--- src/rtl/smts_pkg.sv ---
package smts_pkg;

    localparam int KEY_W          = 32;
    localparam int ROW_W          = 16;
    localparam int COL_W          = 16;
    localparam int VALUE_W        = 64;
    localparam int ENTRY_COUNT_W  = 7;
    localparam int DEF_CAPACITY   = 64;
    localparam logic [COL_W-1:0] NUM_COLS_RESET = COL_W'(1);

    typedef logic [1:0] t_op;

    localparam t_op OP_HOLD   = 2'd0;
    localparam t_op OP_INSERT = 2'd1;
    localparam t_op OP_DELETE = 2'd2;
    localparam t_op OP_UPDATE = 2'd3;

    typedef struct packed {
        logic [KEY_W-1:0]   key;
        logic [ROW_W-1:0]   row;
        logic [COL_W-1:0]   col;
        logic [VALUE_W-1:0] value;
    } t_entry;

    typedef struct packed {
        logic ge;
        logic eq;
        logic hit;
    } t_cell_flags;

endpackage

--- src/rtl/smts_cell.sv ---
module smts_cell
    import smts_pkg::*;
(
    input  logic        i_clk,
    input  logic        i_cmp_en,
    input  logic        i_occupied,
    input  t_entry      i_req,
    input  t_op         i_op,
    input  logic        i_ge_left,
    input  t_entry      i_left,
    input  t_entry      i_right,
    output t_entry      o_entry,
    output t_cell_flags o_flags
);

    t_entry      r_entry;
    t_cell_flags r_flags;

    // empty cells compare as above every key so an append lands on the first one
    always_ff @(posedge i_clk) begin
        if (i_cmp_en) begin
            r_flags.ge  <= !i_occupied || (r_entry.key >= i_req.key);
            r_flags.eq  <= i_occupied && (r_entry.key == i_req.key);
            r_flags.hit <= i_occupied && (r_entry.row == i_req.row)
                           && (r_entry.col == i_req.col);
        end
    end

    always_ff @(posedge i_clk) begin
        unique case (i_op)
            OP_HOLD: begin
                r_entry <= r_entry;
            end
            OP_INSERT: begin
                if (r_flags.ge && !i_ge_left) begin
                    r_entry <= i_req;
                end else if (i_ge_left) begin
                    r_entry <= i_left;
                end
            end
            OP_DELETE: begin
                if (r_flags.ge) begin
                    r_entry <= i_right;
                end
            end
            OP_UPDATE: begin
                if (r_flags.eq) begin
                    r_entry.value <= i_req.value;
                end
            end
            default: begin
                r_entry <= r_entry;
            end
        endcase
    end

    assign o_entry = r_entry;
    assign o_flags = r_flags;

endmodule

--- config.mk ---
export PLATFORM = sky130hd
export DESIGN_NAME = smts_cell
export DESIGN_NICKNAME = d
export VERILOG_FILES = /design/src/rtl/smts_pkg.sv /design/src/rtl/smts_cell.sv
export SDC_FILE = /design/constraint.sdc
export NUM_CORES = 1
export LEC_CHECK = 0
export BUFFER_PORTS_ARGS = -buffer_cell sky130_fd_sc_hd__buf_2
export CAP_MARGIN = 5
export CORE_AREA = 2 2 202 204
export DETAILED_ROUTE_END_ITERATION = 16
export DIE_AREA = 0 0 204 206
export HOLD_SLACK_MARGIN = 0.08
export PLACE_DENSITY = 0.55
export SYNTH_ARGS = -nofsm -noshare
export SYNTH_HDL_FRONTEND = slang
export SYNTH_SLANG_ARGS = --single-unit
--- constraint.sdc ---
create_clock -name i_clk -period 4.2 [get_ports i_clk]
set_input_delay 0.42 -clock i_clk [delete_from_list [all_inputs] [get_ports i_clk]]
set_output_delay 0.42 -clock i_clk [all_outputs]
set_load 0.02 [all_outputs]
==> results of run 1 <==
==> cells in the final DEF, fill, tap and decap left out, types with 16 or more instances in the layout <==
cell type	netlist	layout
buf_2	16	518
edfxtp_1	131	131
mux2i_1	128	128
a21oi_1	74	74
nor2b_1	68	68
nand2_1	68	67
o21ai_0	66	66
a211oi_1	64	64
inv_1	32	32
ha_1	32	32
xnor2_1	28	28
clkbuf_16	0	17
nand4_1	16	16
==> cells by family after synthesis <==
logic type               synth area share [%]
flip-flops                               46.3
buffers and inverters                    5.05
multiplexers                             15.1
XOR/XNOR                                 3.30
adder cells (fa/ha/maj)                  4.71
AO/OA/AOI/OAI                            15.1
AND/OR/NAND/NOR                          10.4
==> registers in the layout, summed over array words and instances, names as in the netlist <==
signal,cells
o_entry,128
o_flags,3
==> power groups by stage <==
stage	Clock, mW	Sequential, mW	Combinational (mW)
2_1_floorplan	0	1.84	0.429
3_3_place_gp	0	1.69	1.03
3_5_place_dp	0	1.70	1.04
6_report	1.50	1.67	1.03
5_1_grt	1.58	1.68	1.13
4_1_cts	1.55	1.67	1.04
==> routing by layer <==
| metal | up-vias | GRT usage [%] | wire [um] |
|---|---|---|---|
| met4 | 2 | 4.35 | 393 |
| met5 | - | 0 | 13 |
| met2 | 346 | 24.1 | 14900 |
| met3 | 24 | 4.27 | 2690 |
| li1 | 3964 | - | - |
| met1 | 3686 | 16.3 | 12400 |
==> synthesized netlist by cell type (2+ instances only) <==
cell	instances	share of area [%]
edfxtp_1	131	46
mux2i_1	128	15
a21oi_1	74	4.4
nand2_1	68	3.0
nor2b_1	68	5.0
o21ai_0	66	3.9
a211oi_1	64	5.7
ha_1	32	4.7
inv_1	32	1.4
xnor2_1	28	2.9
clkbuf_1	27	1.2
buf_2	16	0.94
nand4_1	16	1.2
buf_6	8	1.1
buf_4	5	0.44
nand3_1	5	0.29
nor4_1	4	0.29
xor2_1	4	0.41
a2111oi_0	3	0.31
a21o_1	3	0.27
nand2b_1	2	0.15
==> worst paths after layout <==
| check | depth (start not counted) | to | from |
|---|---|---|---|
| setup / recovery | 5 | o_flags[0]$_DFFE_PP_ | o_entry[91]$_DFFE_PP_ |
| hold / removal | 3 | o_entry[86]$_DFFE_PP_ | i_right[86] |
| setup reg to reg | 5 | o_flags[0]$_DFFE_PP_ | o_entry[91]$_DFFE_PP_ |
| hold reg to reg | 3 | o_flags[0]$_DFFE_PP_ | o_entry[90]$_DFFE_PP_ |
==> stage by stage <==
stage	total power, mW	utilization [%]	area, um2
finish	4.19	30.4	12200
floorplan	2.27	-	8490
global placement	2.72	29.0	11600
detailed placement	2.73	29.0	11600
global route	4.39	30.4	12200
CTS	4.26	30.4	12200
==> critical path, stage by stage (launching register included) <==
cell      delay [ps]
edfxtp_1         400
xnor2_1          250
nand4_1          140
nor4_1           490
nand4_1          210
nor4_2           570
==> final cells by class <==
class	count	area, um2	share of cell area [%]
inverter	32	120	0.984
sequential	131	3930	32.2
clock buffer	18	429	3.52
timing repair buffer	534	2760	22.6
clock inverter	14	140	1.15
multi-input combinational	577	4160	34.0
tap	532	666	5.45
==> impl_metrics.ini, run 1 <==
[run_status]
status = completed

[clock_tree]
cts-root-buf = clkbuf_16
holdBufCountCts = 0
tritoncts = done
cts-htree-levels = 4
ctsResizeCount = 0
clkSlewWorstSetupHoldPaths_ps = 60
cts_setup_buffers = 0
ctsLongestPathBuffers = 2
clock-sinks = 131
numCtsBuffers = 17
clk_latency_ps = 440

[floorplan]
initial_utilization_pct = 21.1
rows = 74
dieHeight_um = 206
die_x_um = 204
die_area_um2 = 42000
pin_count = 521
core_um2 = 40200

[drt]
wl_per_cell_um = 16.5
routed_wl_mm = 30.4
vias_per_cell = 4.36
drtIter0Drc = 413
ant_nets = 0
dr.pass1.iters = 5
num_vias = 8022
route.detailed.drc = 0

[logic_synthesis]
synthArstFlopShare_pct = 0
synth_edf_count = 131
synthesis.nets = 1218
yosysUniqueCellTypes = 33
netlist_area_um2 = 8490
syn_inst = 796
seq_area_frac_synth_pct = 46.3
ys.warnings.count = 0
ys.flop_type = edfxtp_1
avgSynthCellArea_um2 = 10.7
synth-seq-cells = 131

[global_routing]
grt_max_degree = 129
antenna_found_initial = 2
gr-total-overflow = 0
grtUsageTotal_pct = 13.8
grt_pass1_wl_mm = 44.0
grt_pass1_vias = 7896

[sta]
worst_hold_slack_ps = 253
slew_viol_final = 0
final-hold-violation-count = 0
period_needed_ps = 2350
finalClockSkew_ps = 9.37
rsz0062_at_grt = false
tightest_slew_ps = 976
fmax_mhz = 426
layout_setup_ws_ps = 1850
fin_crit_sh_pct = 55.9
setup_tns_ps = 0
setup_viol = 0
relSlewSlack_pct = 34.9

[critical_path]
criticalPathCategory = reg2reg
critPathRequiredTime_ps = 4370
cp.arrival_ps = 2510
end_kind = flip-flop
crit_fanout = 2
r2r_setup_slack_ps = 1850
cp-start-kind = flip-flop

[power]
p_clk_share_pct = 35.7
p_per_area_nw_per_um2 = 344
seqPwrFrac_pct = 39.8
combPwrFrac_pct = 24.6
power_leakage_nw = 5.43
switching_share_pct = 30.7
peakVddDrop_mv = 0.269
p_sw_mw = 1.29
cell_internal_pwr_mw = 2.91

[place]
io_buffers = 520
globalplace.congestion = 0.869
dp_slack_ps = 1460
dp_cells = 1806
hpwl_mm = 23.9

[cells_and_area]
antennaDiodeCount = 0
drive_gt1_share_pct = 43.6
fin_cells = 1838
final_net_count = 1715
area_growth_pct = 43.7
fillers = 4281

[run]
drv_cap = 0

[worst_hold_path]
hold_class = in2reg
No activity file was read; power rests on OpenSTA's default activity.
==> run 2: changes to the inputs <==
--- a/config.mk
+++ b/config.mk
@@ -7,9 +7,9 @@
 export LEC_CHECK = 0
 export BUFFER_PORTS_ARGS = -buffer_cell sky130_fd_sc_hd__buf_2
 export CAP_MARGIN = 5
-export CORE_AREA = 2 2 202 204
+export CORE_AREA = 2 2 205 207
 export DETAILED_ROUTE_END_ITERATION = 16
-export DIE_AREA = 0 0 204 206
+export DIE_AREA = 0 0 207 209
 export HOLD_SLACK_MARGIN = 0.08
 export PLACE_DENSITY = 0.55
 export SYNTH_ARGS = -nofsm -noshare
==> constraint.sdc (replaced) <==
create_clock -name i_clk -period 2 [get_ports i_clk]
set_input_delay 0.2 -clock i_clk [delete_from_list [all_inputs] [get_ports i_clk]]
set_output_delay 0.2 -clock i_clk [all_outputs]
set_load 0.02 [all_outputs]
==> impl_metrics.ini, run 2 (synthesis gave the netlist of run 1 again) <==
[run_status]
status = completed

[cells_and_area]
largest_reg_flops = 128
area_growth_pct = 62.7
regArea_um2 = 3930
final_net_count = 1860
post-route-util_pct = 33.5
drive_gt1_share_pct = 40.5
layout_commonest_cell = buf_2
most-common-layout-cells = buf_2 (518), dlygate4sd3_1 (131), edfxtp_1 (131)
fin_cells = 1992
multiInputGateArea_um2 = 4220
fillers = 4168
stdcell_area_um2 = 13800

[place]
globalplace.congestion = 0.967
hpwl_mm = 25.5
postPlaceCellArea_um2 = 11800
dp_cells = 1826
io_buffers = 520
dp_slack_ps = -338

[sta]
period_needed_ps = 1950
finalClockSkew_ps = 7.38
worst_hold_slack_ps = 125
fin_crit_sh_pct = 97.7
rsz0062_at_grt = true
layout_setup_ws_ps = 45.9
final-hold-violation-count = 0
tightest_slew_ps = 569
fmax_mhz = 512
setup_tns_ps = 0
setup_viol = 0
slew_viol_final = 0
relSlewSlack_pct = 62.0

[power]
power_leakage_nw = 6.11
peakVddDrop_mv = 0.586
p_per_area_nw_per_um2 = 672
power_mw = 9.29

[critical_path]
crit_family = compound AO/OA/AOI/OAI gates
cpMaxStageDelayCell = edfxtp_1
crit_fanout = 2
slowest_delay_ps = 430
cp_cell_sequence = ha_4, a211o_1, a21oi_2, nor3_2, a2111oi_2, buf_4, nand4_1
criticalPathCategory = reg2reg
crit_buf_inv = 1
cp-start-kind = flip-flop
cp.arrival_ps = 2140
critPathRequiredTime_ps = 2190
end_kind = flip-flop

[global_routing]
antenna_found_initial = 2
grtUsageMet1_pct = 16.3
grt_pass1_vias = 9144
grt_max_degree = 129
top_usage_layer = met2
grt_pass1_wl_mm = 50.9
grtUsageMet2_pct = 26.5
gr-total-overflow = 0
use_met3_pct = 5.28
grtUsageTotal_pct = 15.5

[clock_tree]
tritoncts = done
cts-htree-levels = 4
numCtsBuffers = 17
ctsLongestPathBuffers = 2
clk_latency_ps = 450
clkSlewWorstSetupHoldPaths_ps = 60
clock-sinks = 131
cts-root-buf = clkbuf_16

[drt]
num_vias = 8752
routed_wl_mm = 34.0
wl_per_cell_um = 17.1
route.detailed.drc = 0
drtIter0Drc = 438
vias_per_cell = 4.39
dr.pass1.iters = 4
ant_nets = 0

[floorplan]
core_um2 = 41300
rows = 75
pin_count = 521
initial_utilization_pct = 20.6
die_x_um = 207
dieHeight_um = 209
die_area_um2 = 43300

[worst_hold_path]
hold_class = in2reg

[run]
drv_cap = 0
[run 2: cell count changes in the layout (fill, tap and decap cells not counted), moves of 2 or more]
cell / before / now
bufinv_16: 2 / 4
diode_2: 0 / 2
clkinv_2: 6 / 4
clkinv_1: 0 / 2
buf_4: 12 / 19
buf_12: 4 / 11
clkinv_4: 4 / 0
clkbuf_1: 1 / 3
dlygate4sd3_1: 0 / 131
[run 2: area by class of cell]
cell class / count / share of cell area (%)
clock buffers: 20 / 3.16
multi-input cells: 577 / 30.5
inverters: 32 / 0.869
well taps: 539 / 4.88
clock inverters: 12 / 1.18
repair buffers: 679 / 30.9
diodes: 2 / 0.0362
flip-flops and latches: 131 / 28.5
[run 2: path summary, 6_finish.rpt]
path                                        startpoint                     end  slack (ps)  cells past startpoint
worst max-delay path            o_entry[117]$_DFFE_PP_    o_flags[2]$_DFFE_PP_          50                      7
worst min-delay path                      i_right[125]  o_entry[125]$_DFFE_PP_         120                      3
worst max register to register  o_entry[117]$_DFFE_PP_    o_flags[2]$_DFFE_PP_          50                      7
worst min register to register  o_entry[107]$_DFFE_PP_    o_flags[2]$_DFFE_PP_         770                      3
[run 2: report_power, final]
group          switching, mW  leakage [nW]  total [mW]  internal, mW
clock network           1.23         0.289        3.29          2.06
logic                   1.37          4.56        2.50          1.13
registers              0.116          1.26        3.50          3.38
[run 2: tightest hold or removal path, cell delays in order]
cell and delay, ps:
buf_2 80, nand2_1 90, o21ai_0 90
[run 2: layer usage]
layer | vias to the layer above | part of all wire (%)
li1 | 4265 | -
met1 | 3984 | 38
met2 | 420 | 49
met3 | 83 | 7.7
met4 | 0 | 5.1
met5 | - | 0
[run 2: timing repair]
| item | CTS | global route |
|---|---|---|
| endpoints found under the setup margin | 2 | 2 |
| endpoints found under the hold margin | 92 | 0 |
| buffers inserted | 1 | 0 |
| pin swaps | 1 | 4 |
| gates resized for setup | 6 | 2 |
| hold buffers | 131 | 0 |
